===== src/ssq_pkg.sv =====
// Shared types and codes for the stable sorted priority queue.
package ssq_pkg;

  // Priority field width, fixed by the item format
  localparam int unsigned PRIO_W = 8;

  // Item mode codes
  typedef enum logic {
    MODE_INSERT = 1'b0,
    MODE_REMOVE = 1'b1
  } mode_t;

  // Result status codes
  typedef enum logic [1:0] {
    ST_DONE  = 2'd0,
    ST_FULL  = 2'd1,
    ST_EMPTY = 2'd2
  } status_t;

  // Command broadcast to every cell of the chain
  typedef struct packed {
    logic              ins;
    logic              rem;
    logic [PRIO_W-1:0] prio;
  } cell_cmd_t;

endpackage


===== src/ssq_cell.sv =====
// One slot of the sorted chain: compare against the new priority and shift.
module ssq_cell #(
  parameter int unsigned TAG_BITS = 8
) (
  input  logic                      clk,
  input  ssq_pkg::cell_cmd_t        cmd,
  input  logic [TAG_BITS-1:0]       new_tag,
  input  logic                      occ,
  input  logic                      left_le,
  input  logic [ssq_pkg::PRIO_W-1:0] left_prio,
  input  logic [TAG_BITS-1:0]       left_tag,
  input  logic [ssq_pkg::PRIO_W-1:0] right_prio,
  input  logic [TAG_BITS-1:0]       right_tag,
  output logic                      le,
  output logic [ssq_pkg::PRIO_W-1:0] prio,
  output logic [TAG_BITS-1:0]       tag
);

  logic [ssq_pkg::PRIO_W-1:0] prio_r, prio_nxt;
  logic [TAG_BITS-1:0]        tag_r, tag_nxt;

  // Held entry stays ahead of the new one when its value is lower or equal
  assign le = occ && (prio_r <= cmd.prio);

  // Keep, take the new entry, take the left neighbor, or take the right one
  always_comb begin
    prio_nxt = prio_r;
    tag_nxt  = tag_r;
    if (cmd.ins) begin
      if (!le) begin
        if (left_le) begin
          prio_nxt = cmd.prio;
          tag_nxt  = new_tag;
        end else begin
          prio_nxt = left_prio;
          tag_nxt  = left_tag;
        end
      end
    end else if (cmd.rem) begin
      prio_nxt = right_prio;
      tag_nxt  = right_tag;
    end
  end

  always_ff @(posedge clk) begin
    prio_r <= prio_nxt;
    tag_r  <= tag_nxt;
  end

  assign prio = prio_r;
  assign tag  = tag_r;

endmodule


===== src/stable_sorted_priority_queue.sv =====
// Top level: chain of compare-and-shift cells, entry counter and result register.
//
//   channel | direction | ports
//   --------+-----------+-------------------------------------------------------
//   in      | input     | in_valid, in_stall, in_mode, in_new_priority, in_job_tag
//   out     | output    | out_valid, out_stall, out_status, out_removed_tag,
//           |           | out_head_valid, out_head_priority, out_head_tag,
//           |           | out_occupancy
//
// Each beat is handled in the cycle it is accepted: every cell compares and
// shifts at once, and the result beat is valid on the next cycle.
// One beat per cycle while the result side takes beats; the single result
// register sets the rate, and in_stall is high while it holds an untaken beat.
// Reset clears the entry count and the result register; slot contents are
// not cleared and no clearing pass is run.
module stable_sorted_priority_queue #(
  parameter int unsigned QUEUE_DEPTH = 16,
  parameter int unsigned TAG_BITS    = 8,
  localparam int unsigned CNT_W      = $clog2(QUEUE_DEPTH + 1)
) (
  input  logic                       clk,
  input  logic                       rst_n,
  input  logic                       in_valid,
  output logic                       in_stall,
  input  logic                       in_mode,
  input  logic [ssq_pkg::PRIO_W-1:0] in_new_priority,
  input  logic [TAG_BITS-1:0]        in_job_tag,
  output logic                       out_valid,
  input  logic                       out_stall,
  output logic [1:0]                 out_status,
  output logic [TAG_BITS-1:0]        out_removed_tag,
  output logic                       out_head_valid,
  output logic [ssq_pkg::PRIO_W-1:0] out_head_priority,
  output logic [TAG_BITS-1:0]        out_head_tag,
  output logic [CNT_W-1:0]           out_occupancy
);

  localparam logic [CNT_W-1:0] DEPTH_C = CNT_W'(QUEUE_DEPTH);

  logic                        accept;
  logic                        full, empty;
  ssq_pkg::cell_cmd_t          cmd;
  ssq_pkg::status_t            status_r, status_nxt;
  logic [TAG_BITS-1:0]         removed_r, removed_nxt;
  logic [CNT_W-1:0]            count_r, count_nxt;
  logic                        out_valid_r, out_valid_nxt;

  logic [QUEUE_DEPTH-1:0]      le;
  logic [ssq_pkg::PRIO_W-1:0]  prio [QUEUE_DEPTH];
  logic [TAG_BITS-1:0]         tag  [QUEUE_DEPTH];

  // Input handshake: one result register parts the two sides
  assign in_stall = out_valid_r && out_stall;
  assign accept   = in_valid && !in_stall;
  assign full     = (count_r == DEPTH_C);
  assign empty    = (count_r == '0);

  // Command to the cells and result of this beat
  always_comb begin
    cmd.prio    = in_new_priority;
    cmd.ins     = 1'b0;
    cmd.rem     = 1'b0;
    status_nxt  = status_r;
    removed_nxt = removed_r;
    count_nxt   = count_r;
    out_valid_nxt = out_valid_r && out_stall;
    if (accept) begin
      out_valid_nxt = 1'b1;
      removed_nxt   = '0;
      status_nxt    = ssq_pkg::ST_DONE;
      if (ssq_pkg::mode_t'(in_mode) == ssq_pkg::MODE_INSERT) begin
        if (full) begin
          status_nxt = ssq_pkg::ST_FULL;
        end else begin
          cmd.ins   = 1'b1;
          count_nxt = count_r + 1'b1;
        end
      end else begin
        if (empty) begin
          status_nxt = ssq_pkg::ST_EMPTY;
        end else begin
          cmd.rem     = 1'b1;
          removed_nxt = tag[0];
          count_nxt   = count_r - 1'b1;
        end
      end
    end
  end

  // Control registers
  always_ff @(posedge clk) begin
    if (!rst_n) begin
      count_r     <= '0;
      out_valid_r <= 1'b0;
      status_r    <= ssq_pkg::ST_DONE;
      removed_r   <= '0;
    end else begin
      count_r     <= count_nxt;
      out_valid_r <= out_valid_nxt;
      status_r    <= status_nxt;
      removed_r   <= removed_nxt;
    end
  end

  // Chain of cells; slot i is occupied while i is below the count
  for (genvar i = 0; i < QUEUE_DEPTH; i++) begin : g_cell
    logic                       c_left_le;
    logic [ssq_pkg::PRIO_W-1:0] c_left_prio, c_right_prio;
    logic [TAG_BITS-1:0]        c_left_tag, c_right_tag;

    if (i == 0) begin : g_first
      assign c_left_le   = 1'b1;
      assign c_left_prio = '0;
      assign c_left_tag  = '0;
    end else begin : g_mid
      assign c_left_le   = le[i-1];
      assign c_left_prio = prio[i-1];
      assign c_left_tag  = tag[i-1];
    end

    if (i == QUEUE_DEPTH - 1) begin : g_last
      assign c_right_prio = '0;
      assign c_right_tag  = '0;
    end else begin : g_inner
      assign c_right_prio = prio[i+1];
      assign c_right_tag  = tag[i+1];
    end

    ssq_cell #(
      .TAG_BITS (TAG_BITS)
    ) u_cell (
      .clk        (clk),
      .cmd        (cmd),
      .new_tag    (in_job_tag),
      .occ        (CNT_W'(i) < count_r),
      .left_le    (c_left_le),
      .left_prio  (c_left_prio),
      .left_tag   (c_left_tag),
      .right_prio (c_right_prio),
      .right_tag  (c_right_tag),
      .le         (le[i]),
      .prio       (prio[i]),
      .tag        (tag[i])
    );
  end

  // Result beat: head read straight from the first cell, which holds while stalled
  assign out_valid         = out_valid_r;
  assign out_status        = status_r;
  assign out_removed_tag   = removed_r;
  assign out_occupancy     = count_r;
  assign out_head_valid    = !empty;
  assign out_head_priority = empty ? '0 : prio[0];
  assign out_head_tag      = empty ? '0 : tag[0];

endmodule


===== config.mk =====
export PLATFORM = sky130hd
export DESIGN_NAME = stable_sorted_priority_queue
export DESIGN_NICKNAME = d
export VERILOG_FILES = /design/src/ssq_pkg.sv /design/src/ssq_cell.sv /design/src/stable_sorted_priority_queue.sv
export SDC_FILE = /design/constraint.sdc
export NUM_CORES = 1
export LEC_CHECK = 0
export BUFFER_PORTS_ARGS = -buffer_cell sky130_fd_sc_hd__buf_2
export CORE_UTILIZATION = 59
export CTS_BUF_LIST = sky130_fd_sc_hd__clkbuf_4 sky130_fd_sc_hd__clkbuf_8
export CTS_CLUSTER_DIAMETER = 200
export CTS_CLUSTER_SIZE = 8
export DETAILED_ROUTE_END_ITERATION = 8
export PLACE_DENSITY = 0.79
export SLEW_MARGIN = 25
export SYNTH_ARGS = -nofsm -noshare
export SYNTH_HDL_FRONTEND = slang
export SYNTH_SLANG_ARGS = --single-unit
export TNS_END_PERCENT = 10

===== constraint.sdc =====
create_clock -name clk -period 3.9 [get_ports clk]
set_input_delay 0.195 -clock clk [delete_from_list [all_inputs] [get_ports clk]]
set_output_delay 0.195 -clock clk [all_outputs]
set_load 0.01 [all_outputs]

==> qor.csv, run 1 <==
metric,value,unit
outcome,completed,
core,31560,um2
worstMarginPinSlew,1.100,ns
slew_headroom,26.56,%
cts_resized,0,
finalWeightedCongestion,0.9522,
vdd_drop_max,0.2791,mV
grt_usage,34.89,%
synth-async-reset-ratio,0,%
period_minus_slack,3.204,ns
grt_pass1_vias,16036,
worstPathArrival,3.60,ns
via_per_inst,7.349,
cp_slowest_cell,dfxtp_1,
drive_above_1_share,14.49,%
min_path_cells,3,
path_cells,"inv_2, ha_1, and3_1, nor3_4, buf_12, nand2_1, mux2i_1",
die_h,181.2,um
place_inst,2277,
ys_seq_elements,272,
final_net_count,2070,
yosysTopAreaCell,edfxtp_1,
rows,65,
finClkSkew,0.01925,ns
antenna_found_initial,3,
synth_top_area_share,40.56,%
syn_area,18950,um2
yosysSeqAreaShare,42.25,%
cp.buffers_inverters,2,
synth_nets,2090,
leakagePower,7.089,nW
initial_utilization,60.06,%
syn_avg_cell_area,9.785,um2
finalSetupTns,0,ns
hpwl,39780,um
design.die.area,32840,um2
fin_cells,2335,
area_growth,6.951,%
synthDistinctLibCells,57,
critPathMaxFanout,198,
r2r_cells,7,
wl,58700,um
drt_iter0_drc,2408,
ys_top_cells_by_count,"edfxtp_1 (256), nor2_1 (246), a31oi_1 (224), o31ai_1 (224), ha_1 (132)",
cts_tree,built,
cp.required,4.29,ns
rsz0062_at_grt,no,
io_buffers,54,
ios,55,
clock_path_buffers,3,
synthTopCellsByArea,"edfxtp_1 (41%), o31ai_1 (8.9%), ha_1 (8.7%)",
num_vias,17159,
cp.depth,7,
htreeDepth,2,
wl_per_cell,25.14,um
numClockSinks,272,
synth_edf_count,256,
power_density,501.9,nW/um2
end_kind,flop,
post-route-drc-count,0,
slew_violations,0,
setup_viol,0,
grt_pass1_wl,89620,um
cts_root_buf,clkbuf_8,
slowest_delay,0.77,ns
antenna_left,0,
min_path_type,input pin to flop,
clk_latency,0.56,ns
yosysWarnings,0,
criticalPathCategory,flop to flop,
finalCritPeriodShare,82.16,%
grt_overflow_total,0,
die_w,181.2,um
numCtsBuffers,39,
drt-pass1-iter-count,5,
synthCells,1937,
crit_family,simple AND/OR/NAND/NOR gates,
clk_pin_slew,0.07,ns
max-cap-violations,0,
fmaxAchievable,312.1,MHz
grt_max_degree,199,
hold_violations,0,
synth_ff_type,edfxtp_1,
crit_path_start_kind,flop,
synthMostInstantiatedCell,edfxtp_1,
-- placed cells by master, fill, tap and decap left out, drive strengths merged, types with 8 or more instances in the layout --
cell,instances
or4b,81
o21ai,31
o2111ai,9
dfxtp,16
nand2,77
or4,77
inv,27
mux2i,18
nand3,12
nor2b,29
nor3,17
a21o,11
buf,147
o31ai,224
and2,21
a31oi,226
nand4b,11
a211oi,16
ha,132
clkbuf,56
nand4,79
a21oi,55
o211ai,14
edfxtp,256
a22oi,8
nor2,250
-- metrics by stage --
step	area [um2]	setup WS, ns	utilization [%]	hold WS [ns]	power [mW]
after detailed placement	19580	0.7034	62.04	0.4380	7.885
final	20270	0.6958	64.24	0.02154	10.17
after CTS	20260	0.9303	64.22	0.007769	10.05
after global routing	20270	0.6750	64.24	0.04404	10.62
after floorplan	18950	0.03843	-	0.3190	6.776
after global placement	19570	0.7340	62.01	0.4260	7.738
-- layout make-up --
cell class	count	area (um2)
multi-input combinational	1429	9951
clock buffer	56	676.9
fill	2531	11280
timing repair buffer	148	1028
sequential	272	8008
antenna	1	2.502
inverter	27	101.3
tap	402	503.0
-- worst reg2reg max path: stages (launching register included) --
cell and delay [ns]:
dfxtp_1 0.77, inv_2 0.16, ha_1 0.26, and3_1 0.21
nor3_4 0.31, buf_12 0.53, nand2_1 0.59, mux2i_1 0.22
-- cell families (layout without fill, tap and decap cells) --
group,count (synthesis),in the layout,share of synthesized area [%]
buffers and inverters,236,231,5.783
and+or+nand+nor,662,662,19.80
adders and majority gates,132,132,8.714
DFF,272,272,42.25
other,0,1,0
AOI/OAI and AO/OA,612,612,22.27
xor gates and xnor gates,5,5,0.2311
muxes,18,18,0.9506
-- registers in the layout, indices dropped and copies added (netlist names) --
register / count
out_occupancy: 5
out_valid: 1
g_cell.u_cell.tag: 128
out_status: 2
g_cell.u_cell.prio: 128
out_removed_tag: 8
-- per-layer routing --
| metal | up-vias | wire length, um | global-route usage [%] |
|---|---|---|---|
| met5 | - | 12 | 0 |
| met4 | 2 | 2441 | 15.59 |
| met3 | 193 | 7112 | 7.378 |
| met2 | 1117 | 26810 | 55.34 |
| met1 | 8159 | 22320 | 45.98 |
| li1 | 7688 | - | - |
-- power by group --
| part | switching (mW) | leakage [nW] | internal (mW) | total (mW) |
|---|---|---|---|---|
| combinational | 2.38 | 4.19 | 1.24 | 3.62 |
| sequential | 0.427 | 2.53 | 3.91 | 4.34 |
| clock | 1.12 | 0.364 | 1.09 | 2.22 |
| total | 3.93 | 7.09 | 6.24 | 10.2 |
-- path summary, 6_finish.rpt --
kind                                                     from                                      end  slack, ns
worst min register to register     out_status[1]$_SDFFE_PN0P_               out_status[1]$_SDFFE_PN0P_       0.48
worst max-delay path            out_occupancy[1]$_SDFFE_PN0P_  g_cell[15].u_cell.prio[3]$_SDFFCE_PN0P_       0.70
worst min-delay path                                out_stall                     out_valid$_SDFF_PN0_       0.02
worst max register to register  out_occupancy[1]$_SDFFE_PN0P_  g_cell[15].u_cell.prio[3]$_SDFFCE_PN0P_       0.70
-- repair_timing --
item	4_1_cts	5_1_grt
setup endpoints to repair	0	0
hold buffers	1	0
hold endpoints to repair	1	0
buffers inserted	0	0
Power figures use the tool's default switching activity.
==> inputs of run 2 (changes only) <==
--- a/config.mk
+++ b/config.mk
@@ -5,6 +5,7 @@
 export SDC_FILE = /design/constraint.sdc
 export NUM_CORES = 1
 export LEC_CHECK = 0
+export ABC_AREA = 1
 export BUFFER_PORTS_ARGS = -buffer_cell sky130_fd_sc_hd__buf_2
 export CORE_UTILIZATION = 59
 export CTS_BUF_LIST = sky130_fd_sc_hd__clkbuf_4 sky130_fd_sc_hd__clkbuf_8
==> constraint.sdc (replaced) <==
create_clock -name clk -period 2.8 [get_ports clk]
set_input_delay 0.14 -clock clk [delete_from_list [all_inputs] [get_ports clk]]
set_output_delay 0.14 -clock clk [all_outputs]
set_load 0.01 [all_outputs]
==> qor.csv, run 2 <==
metric,value,unit,change
clk_latency,0.56,ns,about the same
cts_tree,built,,
crit_path_start_kind,flop,,
wl_per_cell,17.68,um,-30%
die_h,175.3,um,-3.3%
multi_input_area,8129,um2,-18%
slew_violations,0,,unchanged
syn_area,17720,um2,-6.5%
cp.required,3.02,ns,-1.27 ns
ios,55,,unchanged
synthDistinctLibCells,29,,-49%
yosysSeqAreaShare,45.20,%,+2.9 points
final_area,19320,um2,-4.7%
synth_top_area_share,43.39,%,+2.8 points
nFillCells,2549,,+0.71%
register_area,8008,um2,unchanged
syn_avg_cell_area,7.294,um2,-25%
grt_pass1_wl,81130,um,-9.5%
period_minus_slack,2.695,ns,-0.5095 ns
worstPathArrival,2.91,ns,-0.69 ns
synth_nets,2582,,+24%
drt_iter0_drc,1714,,-29%
final_common_cell,nand2_1,,
holdBufCountCts,4,,+3
htreeDepth,2,,unchanged
rows,63,,-3.1%
synthCells,2429,,+25%
drive_above_1_share,8.297,%,-6.2 points
clock_path_buffers,3,,unchanged
grt_pass1_vias,15763,,-1.7%
io_buffers,54,,unchanged
finalWeightedCongestion,0.9471,,-0.54%
wl,51420,um,-12%
power_density,632.4,nW/um2,+26%
setup_viol,0,,unchanged
criticalPathCategory,flop to flop,,
final_core_util,65.35,%,+1.1 points
min_path_type,input pin to flop,,
worstHoldEndpoint,g_cell[15].u_cell.prio[6]$_SDFFCE_PN0P_,,
post-route-drc-count,0,,unchanged
placed_area,18600,um2,-5.0%
area_growth,9.025,%,
num_vias,16060,,-6.4%
max-cap-violations,0,,unchanged
outcome,completed,,
vdd_drop_max,0.4652,mV,+67%
hpwl,35910,um,-9.7%
r2r_cells,9,,+2
grt_overflow_total,0,,unchanged
via_per_inst,5.521,,-25%
numCtsBuffers,39,,unchanged
synth_ff_type,edfxtp_1,,
min_from,in_new_priority[6],,
cts_setup_buffers,0,,unchanged
min_path_cells,3,,unchanged
worstMarginPinSlew,0.7171,ns,-0.3833 ns
grt_max_degree,73,,-63%
yosysTopAreaCell,edfxtp_1,,
r2r-start,out_occupancy[1]$_SDFFE_PN0P_,,
critPathMaxFanout,18,,-91%
clk_pin_slew,0.07,ns,about the same
antenna_left,0,,unchanged
drt-pass1-iter-count,6,,+1
grt_usage,33.87,%,-1.0 points
ff2ff_setup_slack,0.11,ns,-0.59 ns
synthMostInstantiatedCell,nand2_1,,
initial_utilization,59.94,%,-0.13 points
numClockSinks,272,,unchanged
leakagePower,11.44,nW,+61%
layout_common_cells,"nand2_1 (1,374), inv_1 (310), edfxtp_1 (256)",,
finalSetupTns,0,ns,unchanged
core,29560,um2,-6.3%
cts_root_buf,clkbuf_8,,
synth-async-reset-ratio,0,%,unchanged
ys_top_cells_by_count,"nand2_1 (1,374), inv_1 (310), edfxtp_1 (256), ha_1 (132), nor2_1 (65)",,
antenna_found_initial,0,,-3
die_w,175.3,um,-3.3%
ys_seq_elements,272,,unchanged
synthTopCellsByArea,"edfxtp_1 (43%), nand2_1 (29%), ha_1 (9.3%)",,
diodes,0,,-1
final_net_count,2657,,+28%
cts_resized,0,,unchanged
r2r_end,g_cell[3].u_cell.tag[2]$_DFFE_PP_,,
finalCritPeriodShare,96.24,%,+14 points
design.die.area,30730,um2,-6.4%
rsz0062_at_grt,no,,
slew_headroom,52.02,%,+25 points
fmaxAchievable,371.1,MHz,+19%
hold_violations,0,,unchanged
finClkSkew,0.04051,ns,+0.02126 ns
end_kind,flop,,
yosysWarnings,0,,unchanged
synth_edf_count,256,,unchanged
==> run 2: cell types whose count changed after synthesis, moves of 33 or more <==
cell,before,now
or4_1,77,0
or4b_2,33,0
clkbuf_1,88,33
nand4_1,79,17
nand2_1,76,1374
buf_2,99,45
nor2_1,246,65
o31ai_1,224,0
or4b_1,48,0
a31oi_1,224,3
inv_1,25,310
==> run 2: metal layers <==
metal  vias to the layer above  share of wire, %  track usage, %
li1                       7638                 -               -
met1                      7375                40           43.72
met4                         0               4.6           16.20
met5                         -                 0               0
met2                       858                47           56.04
met3                       189               9.0           5.130
==> run 2: critical path: stages (launching register included) <==
cell and delay [ns]:
dfxtp_1 0.45, inv_1 0.20, ha_1 0.25, nand3_1 0.12, inv_2 0.06, nor3_4 0.17, buf_4 0.37, nand2_2 0.31
nand2_1 0.14, buf_4 0.27
==> run 2: how the worst max path moves through the flow <==
stage,startpoint,to,slack [ns],depth (start not counted)
2_1_floorplan,out_occupancy[0]$_SDFFE_PN0P_,g_cell[14].u_cell.prio[0]$_DFFE_PP_,0.08,8
3_3_place_gp,out_occupancy[1]$_SDFFE_PN0P_,g_cell[3].u_cell.tag[3]$_DFFE_PP_,0.25,9
3_5_place_dp,out_occupancy[1]$_SDFFE_PN0P_,g_cell[3].u_cell.tag[2]$_DFFE_PP_,0.19,9
4_1_cts,out_occupancy[1]$_SDFFE_PN0P_,g_cell[3].u_cell.tag[2]$_DFFE_PP_,0.17,9
5_1_grt,out_occupancy[1]$_SDFFE_PN0P_,g_cell[1].u_cell.tag[0]$_DFFE_PP_,0.03,9
6_report,out_occupancy[1]$_SDFFE_PN0P_,g_cell[3].u_cell.tag[2]$_DFFE_PP_,0.11,9
==> run 2: cells by family (layout without fill, tap and decap cells) <==
logic type	Yosys count	count (layout)	synth area share [%]
buffers and inverters	399	489	8.920
AOI/OAI and AO/OA	108	108	3.340
adders and majority gates	132	132	9.322
and+or+nand+nor	1515	1515	33.07
DFF	272	272	45.20
xor gates and xnor gates	3	3	0.1483
==> run 2: metrics by stage <==
step	std cells	setup WS (ns)	total power [mW]	hold WS [ns]
2_1_floorplan	2429	0.08188	7.995	0.2606
3_3_place_gp	2849	0.2497	8.991	0.3621
3_5_place_dp	2849	0.1891	9.149	0.3930
4_1_cts	2909	0.1724	12.16	0.01121
5_1_grt	2909	0.02865	12.89	0.03670
6_report	2909	0.1053	12.22	0.02661
==> run 2: layout make-up <==
class | count | share of cell area, %
multi-input cells | 1758 | 42.08
well taps | 390 | 2.526
repair buffers | 119 | 4.301
flip-flops and latches | 272 | 41.46
clock buffers | 56 | 3.504
inverters | 314 | 6.128
==> run 2: report_power, final <==
group | switching, mW | internal (mW)
Clock | 1.53 | 1.52
Combinational | 2.29 | 1.15
Sequential | 0.436 | 5.28
